===== src/sv/stable_priority_queue_core_assert.svh =====
// Assertion macros for the queue RTL.
// SPQ_ASSERT is disabled while reset is held; SPQ_ASSERT_ALWAYS also checks during reset.
`ifndef STABLE_PRIORITY_QUEUE_CORE_ASSERT_SVH
`define STABLE_PRIORITY_QUEUE_CORE_ASSERT_SVH
`ifndef NO_ASSERTIONS
`define SPQ_ASSERT(lbl, prop, msg) \
    lbl: assert property (@(posedge i_clk) disable iff (!i_rst_n) prop) else $error(msg);
`define SPQ_ASSERT_ALWAYS(lbl, prop, msg) \
    lbl: assert property (@(posedge i_clk) prop) else $error(msg);
`else
`define SPQ_ASSERT(lbl, prop, msg)
`define SPQ_ASSERT_ALWAYS(lbl, prop, msg)
`endif
`endif


===== src/sv/spq_pkg.sv =====
package spq_pkg;

    // Default geometry of the queue.
    localparam int DEPTH_DEF  = 16;
    localparam int LEVELS_DEF = 3;

    // Fixed field widths.
    localparam int ID_W  = 32;
    localparam int CLS_W = 2;

    // Request operation codes.
    typedef enum logic {
        OP_ENQ = 1'b0,
        OP_DEQ = 1'b1
    } t_opcode;

    // Response status codes.
    typedef enum logic [1:0] {
        ST_OK       = 2'd0,
        ST_EMPTY    = 2'd1,
        ST_FULL     = 2'd2,
        ST_BADCLASS = 2'd3
    } t_status;

    // One stored queue entry.
    typedef struct packed {
        logic [CLS_W-1:0] cls;
        logic [ID_W-1:0]  id;
    } t_entry;

    // Per-cycle command broadcast to every cell.
    typedef struct packed {
        logic   enq;
        logic   deq;
        t_entry item;
    } t_cell_ctl;

endpackage


===== src/sv/spq_req_if.sv =====
interface spq_req_if
    import spq_pkg::*;
();
    logic             valid;
    logic             ready;
    logic             opcode;
    logic [ID_W-1:0]  customer_id;
    logic [CLS_W-1:0] service_class;

    modport source (output valid, opcode, customer_id, service_class, input ready);
    modport sink (input valid, opcode, customer_id, service_class, output ready);
endinterface


===== src/sv/spq_rsp_if.sv =====
interface spq_rsp_if
    import spq_pkg::*;
#(
    parameter int CNT_W = $clog2(DEPTH_DEF + 1)
) ();
    logic             valid;
    logic             ready;
    logic [1:0]       status;
    logic             out_valid;
    logic [ID_W-1:0]  out_id;
    logic [CLS_W-1:0] out_class;
    logic [CNT_W-1:0] occupancy;

    modport source (output valid, status, out_valid, out_id, out_class, occupancy,
                     input ready);
    modport sink (input valid, status, out_valid, out_id, out_class, occupancy,
                   output ready);
endinterface


===== src/sv/spq_cell.sv =====
module spq_cell
    import spq_pkg::*;
#(
    parameter int DEPTH = DEPTH_DEF,
    parameter int INDEX = 0,
    localparam int CNT_W = $clog2(DEPTH + 1)
) (
    input  logic             i_clk,
    input  t_cell_ctl        i_ctl,
    input  logic [CNT_W-1:0] i_cnt,
    input  logic             i_prev_keep,
    input  t_entry           i_prev_entry,
    input  t_entry           i_next_entry,
    output logic             o_keep,
    output t_entry           o_entry
);

    t_entry r_entry;
    t_entry n_entry;
    logic   occupied;

    // A slot is occupied when it lies below the fill count.
    assign occupied = CNT_W'(INDEX) < i_cnt;

    // The entry stays put if it ranks at or above the new item.
    assign o_keep  = occupied && (r_entry.cls >= i_ctl.item.cls);
    assign o_entry = r_entry;

    // Insert at the boundary, shift back behind it, or shift forward on a pop.
    always_comb begin
        n_entry = r_entry;
        if (i_ctl.enq && !o_keep) begin
            n_entry = i_prev_keep ? i_ctl.item : i_prev_entry;
        end else if (i_ctl.deq) begin
            n_entry = i_next_entry;
        end
    end

    always_ff @(posedge i_clk) begin
        r_entry <= n_entry;
    end

endmodule


===== src/sv/stable_priority_queue_core.sv =====
// A request beat is answered by one response beat, registered and shown in the cycle after acceptance.
// Throughput: one request per cycle while no response stalls it; the whole cell chain shifts together.
// A new request enters only while no response waits or in the cycle its beat is taken.
// Reset (synchronous, active low) empties the queue and drops any pending response.
// Entry payloads are not reset; only slots below the fill count are ever read.
module stable_priority_queue_core
    import spq_pkg::*;
#(
    parameter int DEPTH  = DEPTH_DEF,
    parameter int LEVELS = LEVELS_DEF,
    localparam int CNT_W = $clog2(DEPTH + 1)
) (
    input  logic         i_clk,
    input  logic         i_rst_n,
    spq_req_if.sink      i_req,
    spq_rsp_if.source    o_rsp
);

`include "stable_priority_queue_core_assert.svh"

    logic             r_out_vld;
    logic             n_out_vld;
    logic [CNT_W-1:0] r_cnt;
    logic [CNT_W-1:0] n_cnt;
    t_status          r_status;
    t_status          n_status;
    logic             r_ret;
    logic             n_ret;
    t_entry           r_ret_entry;
    t_entry           n_ret_entry;

    logic      accept;
    logic      is_deq;
    logic      cls_bad;
    logic      full;
    logic      empty;
    t_cell_ctl ctl;

    logic   keep  [DEPTH];
    t_entry entry [DEPTH];

    // Handshake: the response register frees up when its beat is taken.
    assign i_req.ready = i_rst_n && (!r_out_vld || o_rsp.ready);
    assign accept      = i_req.valid && i_req.ready;

    // Request decode.
    assign is_deq  = i_req.opcode == OP_DEQ;
    assign cls_bad = 32'(i_req.service_class) >= 32'(LEVELS);
    assign full    = r_cnt == CNT_W'(DEPTH);
    assign empty   = r_cnt == '0;

    assign ctl.enq       = accept && !is_deq && !cls_bad && !full;
    assign ctl.deq       = accept && is_deq && !empty;
    assign ctl.item.cls  = i_req.service_class;
    assign ctl.item.id   = i_req.customer_id;

    // Chain of cells, slot zero at the front.
    for (genvar g = 0; g < DEPTH; g++) begin : g_cell
        logic   prev_keep;
        t_entry prev_entry;
        t_entry next_entry;

        if (g == 0) begin : g_head
            assign prev_keep  = 1'b1;
            assign prev_entry = ctl.item;
        end else begin : g_body
            assign prev_keep  = keep[g-1];
            assign prev_entry = entry[g-1];
        end

        if (g == DEPTH - 1) begin : g_tail
            assign next_entry = entry[g];
        end else begin : g_link
            assign next_entry = entry[g+1];
        end

        spq_cell #(
            .DEPTH (DEPTH),
            .INDEX (g)
        ) u_cell (
            .i_clk        (i_clk),
            .i_ctl        (ctl),
            .i_cnt        (r_cnt),
            .i_prev_keep  (prev_keep),
            .i_prev_entry (prev_entry),
            .i_next_entry (next_entry),
            .o_keep       (keep[g]),
            .o_entry      (entry[g])
        );
    end

    // Status, returned entry and next fill count.
    always_comb begin
        n_status    = r_status;
        n_ret       = r_ret;
        n_ret_entry = r_ret_entry;
        n_cnt       = r_cnt;
        n_out_vld   = r_out_vld && !o_rsp.ready;
        if (accept) begin
            n_out_vld   = 1'b1;
            n_status    = ST_OK;
            n_ret       = 1'b0;
            n_ret_entry = '0;
            if (is_deq) begin
                if (empty) begin
                    n_status = ST_EMPTY;
                end else begin
                    n_ret       = 1'b1;
                    n_ret_entry = entry[0];
                    n_cnt       = r_cnt - CNT_W'(1);
                end
            end else if (cls_bad) begin
                n_status = ST_BADCLASS;
            end else if (full) begin
                n_status = ST_FULL;
            end else begin
                n_cnt = r_cnt + CNT_W'(1);
            end
        end
    end

    // Control state.
    always_ff @(posedge i_clk) begin
        if (!i_rst_n) begin
            r_out_vld <= 1'b0;
            r_cnt     <= '0;
        end else begin
            r_out_vld <= n_out_vld;
            r_cnt     <= n_cnt;
        end
    end

    // Response payload.
    always_ff @(posedge i_clk) begin
        r_status    <= n_status;
        r_ret       <= n_ret;
        r_ret_entry <= n_ret_entry;
    end

    // The fill count always matches the beat on display.
    assign o_rsp.valid     = r_out_vld;
    assign o_rsp.status    = r_status;
    assign o_rsp.out_valid = r_ret;
    assign o_rsp.out_id    = r_ret_entry.id;
    assign o_rsp.out_class = r_ret_entry.cls;
    assign o_rsp.occupancy = r_cnt;

    `SPQ_ASSERT(a_cnt_bound, (r_cnt <= CNT_W'(DEPTH)), "fill count above depth")
    `SPQ_ASSERT(a_enq_count, (ctl.enq |=> (r_cnt == $past(r_cnt) + CNT_W'(1))), "enqueue count slip")
    `SPQ_ASSERT(a_ret_ok, ((r_out_vld && r_ret) |-> (r_status == ST_OK)), "entry with bad status")
    `SPQ_ASSERT(a_ret_cls, ((r_out_vld && r_ret) |-> (32'(r_ret_entry.cls) < 32'(LEVELS))), "bad class out")
    `SPQ_ASSERT_ALWAYS(a_rst_idle, (!i_rst_n |=> (!r_out_vld && (r_cnt == '0))), "reset not idle")

endmodule


===== src/flat_wrapper.sv =====
// flat-port wrapper written by rule: the top's interface ports become plain ports
module stable_priority_queue_core_flat import spq_pkg::*;
#(
    parameter int DEPTH  = DEPTH_DEF,
    parameter int LEVELS = LEVELS_DEF,
    localparam int CNT_W = $clog2(DEPTH + 1)
)
  (i_clk, i_rst_n, i_req_valid, i_req_opcode, i_req_customer_id, i_req_service_class, i_req_ready, o_rsp_valid, o_rsp_status, o_rsp_out_valid, o_rsp_out_id, o_rsp_out_class, o_rsp_occupancy, o_rsp_ready);
  spq_req_if i_req_i ();
  spq_rsp_if #(.CNT_W(($clog2((DEPTH_DEF) + 1)))) o_rsp_i ();
  input  logic i_clk;
  input  logic i_rst_n;
  input wire logic [$bits(i_req_i.valid)-1:0] i_req_valid;
  input wire logic [$bits(i_req_i.opcode)-1:0] i_req_opcode;
  input wire logic [$bits(i_req_i.customer_id)-1:0] i_req_customer_id;
  input wire logic [$bits(i_req_i.service_class)-1:0] i_req_service_class;
  output wire logic [$bits(i_req_i.ready)-1:0] i_req_ready;
  output wire logic [$bits(o_rsp_i.valid)-1:0] o_rsp_valid;
  output wire logic [$bits(o_rsp_i.status)-1:0] o_rsp_status;
  output wire logic [$bits(o_rsp_i.out_valid)-1:0] o_rsp_out_valid;
  output wire logic [$bits(o_rsp_i.out_id)-1:0] o_rsp_out_id;
  output wire logic [$bits(o_rsp_i.out_class)-1:0] o_rsp_out_class;
  output wire logic [$bits(o_rsp_i.occupancy)-1:0] o_rsp_occupancy;
  input wire logic [$bits(o_rsp_i.ready)-1:0] o_rsp_ready;
  assign i_req_i.valid = i_req_valid;
  assign i_req_i.opcode = i_req_opcode;
  assign i_req_i.customer_id = i_req_customer_id;
  assign i_req_i.service_class = i_req_service_class;
  assign i_req_ready = i_req_i.ready;
  assign o_rsp_valid = o_rsp_i.valid;
  assign o_rsp_status = o_rsp_i.status;
  assign o_rsp_out_valid = o_rsp_i.out_valid;
  assign o_rsp_out_id = o_rsp_i.out_id;
  assign o_rsp_out_class = o_rsp_i.out_class;
  assign o_rsp_occupancy = o_rsp_i.occupancy;
  assign o_rsp_i.ready = o_rsp_ready;
  stable_priority_queue_core #(.DEPTH(DEPTH), .LEVELS(LEVELS)) u_core (.i_clk(i_clk), .i_rst_n(i_rst_n), .i_req(i_req_i), .o_rsp(o_rsp_i));
endmodule

===== config.mk =====
export PLATFORM = sky130hd
export DESIGN_NAME = stable_priority_queue_core_flat
export DESIGN_NICKNAME = d
export VERILOG_FILES = /design/src/sv/spq_pkg.sv /design/src/sv/spq_req_if.sv /design/src/sv/spq_rsp_if.sv /design/src/sv/spq_cell.sv /design/src/sv/stable_priority_queue_core.sv /design/src/flat_wrapper.sv
export VERILOG_INCLUDE_DIRS = /design/src /design/src/sv
export SDC_FILE = /design/constraint.sdc
export NUM_CORES = 1
export LEC_CHECK = 0
export CAP_MARGIN = 10
export CORE_MARGIN = 2
export CORE_UTILIZATION = 46
export DETAILED_ROUTE_END_ITERATION = 8
export DONT_BUFFER_PORTS = 1
export SKIP_LAST_GASP = 1
export SLEW_MARGIN = 20
export SYNTH_ARGS = -nofsm -noshare
export SYNTH_HDL_FRONTEND = slang
export SYNTH_SLANG_ARGS = --single-unit

===== constraint.sdc =====
create_clock -name i_clk -period 7.8 [get_ports i_clk]
set_clock_uncertainty 0.15 [all_clocks]
set_input_delay 1.17 -clock i_clk [delete_from_list [all_inputs] [get_ports i_clk]]
set_output_delay 1.17 -clock i_clk [all_outputs]
set_load 0.03 [all_outputs]

==> out/metrics.json, run 1 <==
{
  "global_route": {
    "gr-total-overflow": 0,
    "grt_antenna_before_repair": 0,
    "maximum_number_of_pins_on_one_net_before_global_route_repair": 70,
    "grt_use_total": 0.213,
    "grt_pass1_wl_mm": 114,
    "vias_in_the_first_global_route": 20600
  },
  "critical_path": {
    "timing.reg2reg.setup_slack_ns": 3.43,
    "path_common_cell": "buf_4",
    "crit_required_ns": 7.98,
    "critical-path-max-stage-delay_ns": 0.87,
    "critical_path_arrival_ns": 4.62,
    "critPathTopFamily": "simple AND/OR/NAND/NOR gates",
    "cp_num_buf_inv": 3,
    "setup.worst_path.end_class": "register",
    "worst-r2r-cell-count": 8,
    "critical_path_peak_fanout": 69,
    "worst_path_cell_chain": "inv_1 -> ha_1 -> o22ai_1 -> or3_2 -> nand3_2 -> buf_4 -> nand2_1 -> buf_4",
    "critical_path_class": "in2reg",
    "type_of_element_launching_the_critical_path": "input pin",
    "timing.critical_path.slowest_stage_cell": "or3_2",
    "beginning_of_the_worst_register_to_register_path": "u_core.o_rsp.occupancy[1]",
    "reg2reg_to": "u_core.g_cell[3].u_cell.o_entry[27]"
  },
  "cts": {
    "cts_repair_resizes": 0,
    "max-clock-path-buffers": 3,
    "number_of_hold_repair_buffers_added_at_the_cts_stage": 0,
    "clock_input_transition_at_the_sequential_cells_of_the_worst_setup_and_hold_paths_ns": 0.06,
    "root_buffer_cell": "clkbuf_16",
    "cts_setup_buffers": 0,
    "number_of_clock_sinks": 587,
    "cts_tree": "built",
    "cts_inserted_buffers": 66,
    "insertion_delay_ns": 0.60,
    "htree_levels": 3
  },
  "layout": {
    "post_route_cells_drive_above_1_share": 0.0908,
    "fin_nets": 2536,
    "mostFrequentLayoutCell": "edfxtp_1",
    "layout_common_cells": "edfxtp_1 (581), nand2_1 (497), o21ai_0 (469), mux2i_1 (443), clkbuf_16 (73)",
    "insertedDiodeCount": 0,
    "fillerInstances": 5752,
    "layoutNonFillerInstCount": 3366,
    "flow.area_growth_from_synthesis_pct": 9.23
  },
  "timing": {
    "maximum_clock_frequency_ghz": 0.225,
    "finalSetupViolCount": 0,
    "drv_slew": 0,
    "rsz_0062_raised_after_global_routing": "false",
    "postLayoutSetupSlackWorst_ns": 3.36,
    "timing.slew.headroom": 0.319,
    "worstMarginPinSlew_ns": 1.02,
    "fin_tns_setup_ns": 0,
    "finalCriticalPeriod_ns": 4.44,
    "finalCritPeriodShare": 0.569,
    "hold_viol_final": 0
  },
  "floorplan": {
    "ioPinCount": 83,
    "die_h_um": 258,
    "area_inside_the_core_boundary_mm2": 0.0642,
    "initial_core_util": 0.463,
    "die-area_mm2": 0.0668,
    "num_rows": 93,
    "floorplan.die.width_um": 258
  },
  "hold_path": {
    "hold_path.startpoint": "u_core.g_cell[15].u_cell.o_entry[29]",
    "min_path_type": "reg2reg",
    "whs_endpoint": "u_core.g_cell[14].u_cell.o_entry[29]",
    "worst_hold_path.num_cells": 2
  },
  "logic_synthesis": {
    "muxShareOfSynthArea": 0.175,
    "yosysSeqAreaShare": 0.590,
    "synth_fa_ha_area_frac": 0.0151,
    "postSynthRegisterBits": 587,
    "synthesis.instances": 2555,
    "post_synth_xor_area_fraction": 0.000588,
    "synth_area_in_compound_gates": 0.0994,
    "synth_enable_flop_cells": 581,
    "total_number_of_yosys_warnings": 0,
    "async_flop_share": 0,
    "main_combinational_cell_family_by_area_after_synthesis": "multiplexers",
    "synth-main-ff-cell": "edfxtp_1",
    "synth_simple_gate_area_frac": 0.0850,
    "mappedNetlistArea_mm2": 0.0298,
    "avg_cell_area_syn_um2": 11.7,
    "postSynthNetCount": 2630,
    "yosys.cell_types.count": 48
  },
  "power": {
    "p_leak_nw": 11.5,
    "max-vdd-ir-drop_uv": 151,
    "switchingPower_w": 0.00182,
    "power.share.sequential": 0.501,
    "pwr-share-comb": 0.095,
    "power.switching_fraction": 0.241,
    "p_int_w": 0.00574,
    "power_density_mw_per_mm2": 232,
    "total_power_w": 0.00756,
    "power.clock.fraction": 0.404
  },
  "placed_design": {
    "placed_wire_length_estimate_after_detailed_placement_mm": 47.3,
    "global_placement_routability_congestion": 0.801,
    "dp_slack_ns": 2.75,
    "place.port_buffers": 0,
    "placed_cells_incl_taps": 3248
  },
  "drt": {
    "drt_iter0_markers": 1283,
    "post_drt_wl_per_cell_um": 21.3,
    "drc": 0,
    "routed_wl_mm": 71.8,
    "number_of_nets_still_failing_antenna_checks_after_routing": 0,
    "vias_per_cell": 5.77,
    "dr.pass1.iters": 5,
    "route.vias.total": 19400
  },
  "status": {
    "status": "completed"
  },
  "run": {
    "timing.max_cap.violations": 0
  }
}
[tightest hold or removal path: stages, from the launching register on]
cell      delay, ns
edfxtp_1       0.32
nand2_1        0.04
o21ai_0        0.06
[per-layer routing]
metal | up-vias | share of wire | global-route usage
li1 | 9167 | - | -
met1 | 9778 | 0.43 | 0.267
met2 | 371 | 0.51 | 0.382
met3 | 111 | 0.041 | 0.0355
met4 | 0 | 0.019 | 0.0544
met5 | - | 0 | 0
[cells by family (layout without fill, tap and decap cells)]
logic type / Yosys count / in the layout
flops: 587 / 587
buf+inv: 235 / 191
simple gates: 621 / 621
xor+xnor: 2 / 2
mux: 511 / 511
compound gates: 563 / 563
fa+ha+maj: 36 / 36
[registers in the layout, summed over array words and instances, names as in the netlist]
name / flops
u_core.g_cell.u_cell.o_entry: 544
u_core.o_rsp.occupancy: 5
u_core.o_rsp.out_class: 2
u_core.o_rsp.out_id: 32
u_core.o_rsp.out_valid: 1
u_core.o_rsp.status: 2
u_core.o_rsp.valid: 1
[synthesized netlist by cell type (all sizes together), types with 2 or more instances]
| cell | n | area [um2] |
|---|---|---|
| a211oi | 2 | 15.0 |
| a21boi | 5 | 41.3 |
| a21oi | 20 | 100 |
| a31oi | 36 | 225 |
| and2 | 2 | 15.0 |
| and3 | 35 | 219 |
| buf | 82 | 469 |
| clkbuf | 131 | 492 |
| dfxtp | 6 | 120 |
| edfxtp | 581 | 17400 |
| ha | 36 | 450 |
| inv | 22 | 82.6 |
| mux2 | 68 | 766 |
| mux2i | 443 | 4430 |
| nand2 | 497 | 1870 |
| nand2b | 15 | 93.8 |
| nand3 | 2 | 10.0 |
| nor2 | 54 | 215 |
| nor3 | 5 | 30.0 |
| nor4 | 2 | 12.5 |
| o211ai | 12 | 95.1 |
| o21a | 2 | 15.0 |
| o21ai | 480 | 2400 |
| or2 | 2 | 12.5 |
| or3 | 3 | 18.8 |
[how the worst max path moves through the flow]
stage                                start                                   to  slack [ns]  depth (start not counted)
detailed placement  i_req_service_class[1]  u_core.g_cell[8].u_cell.o_entry[31]        2.75                          8
global route        i_req_service_class[1]  u_core.g_cell[8].u_cell.o_entry[31]        3.02                          8
floorplan           i_req_service_class[1]  u_core.g_cell[11].u_cell.o_entry[0]        1.88                          8
CTS                 i_req_service_class[1]  u_core.g_cell[8].u_cell.o_entry[29]        3.35                          8
global placement    i_req_service_class[1]  u_core.g_cell[8].u_cell.o_entry[30]        2.87                          8
finish              i_req_service_class[1]  u_core.g_cell[8].u_cell.o_entry[30]        3.36                          8
[cell type report]
class,count,area [um2],share of cell area
clock buffers,90,1890,0.0581
clock inverters,28,198,0.00608
inverters,22,82.6,0.00254
multi-input cells,1733,11300,0.348
flip-flops and latches,587,17600,0.540
well taps,855,1070,0.0329
repair buffers,51,408,0.0125
[power by group through the flow]
stage / registers, W / logic [W] / clock network, W
2_1_floorplan: 0.00381 / 0.000578 / 0
3_3_place_gp: 0.00385 / 0.000698 / 0
3_5_place_dp: 0.00385 / 0.000722 / 0
4_1_cts: 0.00379 / 0.000723 / 0.00312
5_1_grt: 0.00380 / 0.000800 / 0.00323
6_report: 0.00379 / 0.000717 / 0.00305
[through the flow]
stage,util,hold WS (ns),instance area (um2)
6_report,0.506,0.380,32500
5_1_grt,0.506,0.409,32500
2_1_floorplan,-,0.346,29800
3_3_place_gp,0.473,0.361,30400
4_1_cts,0.506,0.384,32500
3_5_place_dp,0.474,0.361,30400
Power figures use the tool's default switching activity.
==> inputs of run 2 (changes only) <==
==> constraint.sdc (replaced) <==
create_clock -name i_clk -period 4.1 [get_ports i_clk]
set_clock_uncertainty 0.15 [all_clocks]
set_input_delay 0.615 -clock i_clk [delete_from_list [all_inputs] [get_ports i_clk]]
set_output_delay 0.615 -clock i_clk [all_outputs]
set_load 0.03 [all_outputs]
==> run 2 against run 1 <==
Net effect: wire length fell by 3.3%; largest cell class unchanged; count of clock-buffer cells in the layout fell by 3; final cell count rose by 0.59%; largest power group unchanged; non-clock buffer count rose by 20; power rose by 86%.
==> out/metrics.json, run 2 (same netlist as run 1, synthesis figures left out) <==
{
  "power": {
    "pwr-share-comb": 0.098,
    "power_density_mw_per_mm2": 432,
    "power.clock.fraction": 0.392,
    "power.share.sequential": 0.510,
    "p_leak_nw": 11.6,
    "switchingPower_w": 0.00342,
    "power.switching_fraction": 0.243,
    "p_int_w": 0.0107,
    "max-vdd-ir-drop_uv": 223
  },
  "cts": {
    "cts_setup_buffers": 0,
    "cts_repair_resizes": 0,
    "max-clock-path-buffers": 3,
    "number_of_clock_sinks": 587,
    "cts_inserted_buffers": 66,
    "insertion_delay_ns": 0.59,
    "cts_tree": "built",
    "clock_input_transition_at_the_sequential_cells_of_the_worst_setup_and_hold_paths_ns": 0.06,
    "htree_levels": 3,
    "root_buffer_cell": "clkbuf_16"
  },
  "critical_path": {
    "critical_path_class": "reg2reg",
    "beginning_of_the_worst_register_to_register_path": "u_core.o_rsp.occupancy[1]",
    "critical_path_arrival_ns": 3.20,
    "worst_setup_path_endpoint": "u_core.g_cell[1].u_cell.o_entry[21]",
    "critical_path_peak_fanout": 35,
    "setup.worst_path.start": "u_core.o_rsp.occupancy[1]",
    "crit_required_ns": 4.24,
    "type_of_element_launching_the_critical_path": "register",
    "worst-r2r-cell-count": 8,
    "reg2reg_to": "u_core.g_cell[1].u_cell.o_entry[21]",
    "setup.worst_path.end_class": "register",
    "timing.reg2reg.setup_slack_ns": 1.04
  },
  "layout": {
    "fin_nets": 2556,
    "insertedDiodeCount": 0,
    "layout_common_cells": "edfxtp_1 (581), nand2_1 (497), o21ai_0 (469), mux2i_1 (443), clkbuf_16 (71)",
    "largest_register_ffs": 544,
    "layoutNonFillerInstCount": 3386,
    "final_cell_utilization_of_the_core": 0.508,
    "post_route_cells_drive_above_1_share": 0.0968,
    "mostFrequentLayoutCell": "edfxtp_1",
    "flow.area_growth_from_synthesis_pct": 9.56,
    "fillerInstances": 5720
  },
  "global_route": {
    "grt_antenna_before_repair": 0,
    "maximum_number_of_pins_on_one_net_before_global_route_repair": 69,
    "gr-total-overflow": 0,
    "grt_use_total": 0.207,
    "vias_in_the_first_global_route": 20900,
    "grt_pass1_wl_mm": 112
  },
  "timing": {
    "timing.slew.headroom": 0.433,
    "hold_viol_final": 0,
    "finalCritPeriodShare": 0.746,
    "fin_tns_setup_ns": 0,
    "finalSetupViolCount": 0,
    "maximum_clock_frequency_ghz": 0.327,
    "finalCriticalPeriod_ns": 3.06,
    "worstMarginPinSlew_ns": 0.847,
    "rsz_0062_raised_after_global_routing": "false",
    "drv_slew": 0
  },
  "floorplan": {
    "area_inside_the_core_boundary_mm2": 0.0642,
    "ioPinCount": 83,
    "die-area_mm2": 0.0668,
    "initial_core_util": 0.463,
    "floorplan.die.width_um": 258,
    "die_h_um": 258,
    "num_rows": 93
  },
  "hold_path": {
    "min_path_type": "in2reg"
  },
  "drt": {
    "route.vias.total": 19200,
    "routed_wl_mm": 69.4,
    "drc": 0,
    "number_of_nets_still_failing_antenna_checks_after_routing": 0,
    "drt_iter0_markers": 1238,
    "vias_per_cell": 5.68,
    "post_drt_wl_per_cell_um": 20.5,
    "dr.pass1.iters": 5
  },
  "placed_design": {
    "placed_cells_incl_taps": 3265,
    "placed_wire_length_estimate_after_detailed_placement_mm": 48.3,
    "global_placement_routability_congestion": 0.799,
    "place.port_buffers": 0
  },
  "run": {
    "timing.max_cap.violations": 0
  },
  "status": {
    "status": "completed"
  }
}
==> run 2: cell count changes in the layout (fill, tap and decap cells not counted), sizes merged <==
cell,previous run,this run
buf,51,69
clkinv,24,29
bufinv,3,0
clkbuf,90,87
dlygate4sd3,0,2
inv,22,23
==> run 2: how the worst min path moves through the flow <==
stage / start / to / slack, ns / depth (start not counted)
after detailed placement: u_core.g_cell[15].u_cell.o_entry[26] / u_core.g_cell[14].u_cell.o_entry[26] / 0.36 / 2
after global placement: u_core.g_cell[15].u_cell.o_entry[15] / u_core.g_cell[14].u_cell.o_entry[15] / 0.36 / 2
after global routing: i_rst_n / u_core.o_rsp.occupancy[4] / 0.008 / 1
after floorplan: u_core.g_cell[15].u_cell.o_entry[0] / u_core.g_cell[14].u_cell.o_entry[0] / 0.35 / 2
final: i_rst_n / u_core.o_rsp.occupancy[4] / 0.03 / 1
after CTS: i_rst_n / u_core.o_rsp.occupancy[4] / 0.001 / 1
==> run 2: what timing repair did <==
action / 4_1_cts / 5_1_grt
endpoints found under the hold margin: 2 / 0
hold buffers: 2 / 0
setup endpoints to repair: 0 / 0
==> run 2: through the flow <==
stage / hold slack, ns / total power (W) / setup slack [ns] / cell area, um2
detailed placement: 0.362 / 0.00869 / 0.879 / 30600
floorplan: 0.346 / 0.00835 / 0.0548 / 29800
global placement: 0.358 / 0.00864 / 0.947 / 30600
finish: 0.0287 / 0.0141 / 1.04 / 32600
global route: 0.00846 / 0.0146 / 0.864 / 32600
CTS: 0.00143 / 0.0142 / 1.05 / 32600
==> run 2: final cells by class <==
| type | instances | area [um2] | share of cell area |
|---|---|---|---|
| sequential | 587 | 17600 | 0.539 |
| inverter | 22 | 82.6 | 0.00253 |
| clock buffer | 87 | 1840 | 0.0563 |
| timing repair buffer | 71 | 621 | 0.0190 |
| clock inverter | 31 | 139 | 0.00426 |
| tap | 855 | 1070 | 0.0328 |
| multi-input combinational | 1733 | 11300 | 0.346 |
==> run 2: worst max-delay path, cell delays in order, from the launching register on <==
cell     delay (ns)
dfxtp_1        0.32
inv_1          0.12
ha_1           0.20
or4b_4         0.66
and2_4         0.27
nand2_1        0.37
buf_4          0.24
nand2_1        0.06
buf_4          0.32
==> run 2: layer usage <==
layer,vias to the layer above,part of all wire,GRT usage,wire [um]
li1,9213,-,-,-
met1,9644,0.43,0.256,29800
met2,297,0.52,0.370,35800
met3,88,0.039,0.0369,2680
met4,0,0.017,0.0586,1210
met5,-,0,0,0
==> run 2: power groups by stage <==
stage | Clock [W] | Sequential, W | Combinational [W]
after floorplan | 0 | 0.00725 | 0.00110
after global placement | 0 | 0.00731 | 0.00133
after detailed placement | 0 | 0.00731 | 0.00138
after CTS | 0.00565 | 0.00719 | 0.00138
after global routing | 0.00587 | 0.00721 | 0.00154
final | 0.00553 | 0.00719 | 0.00137
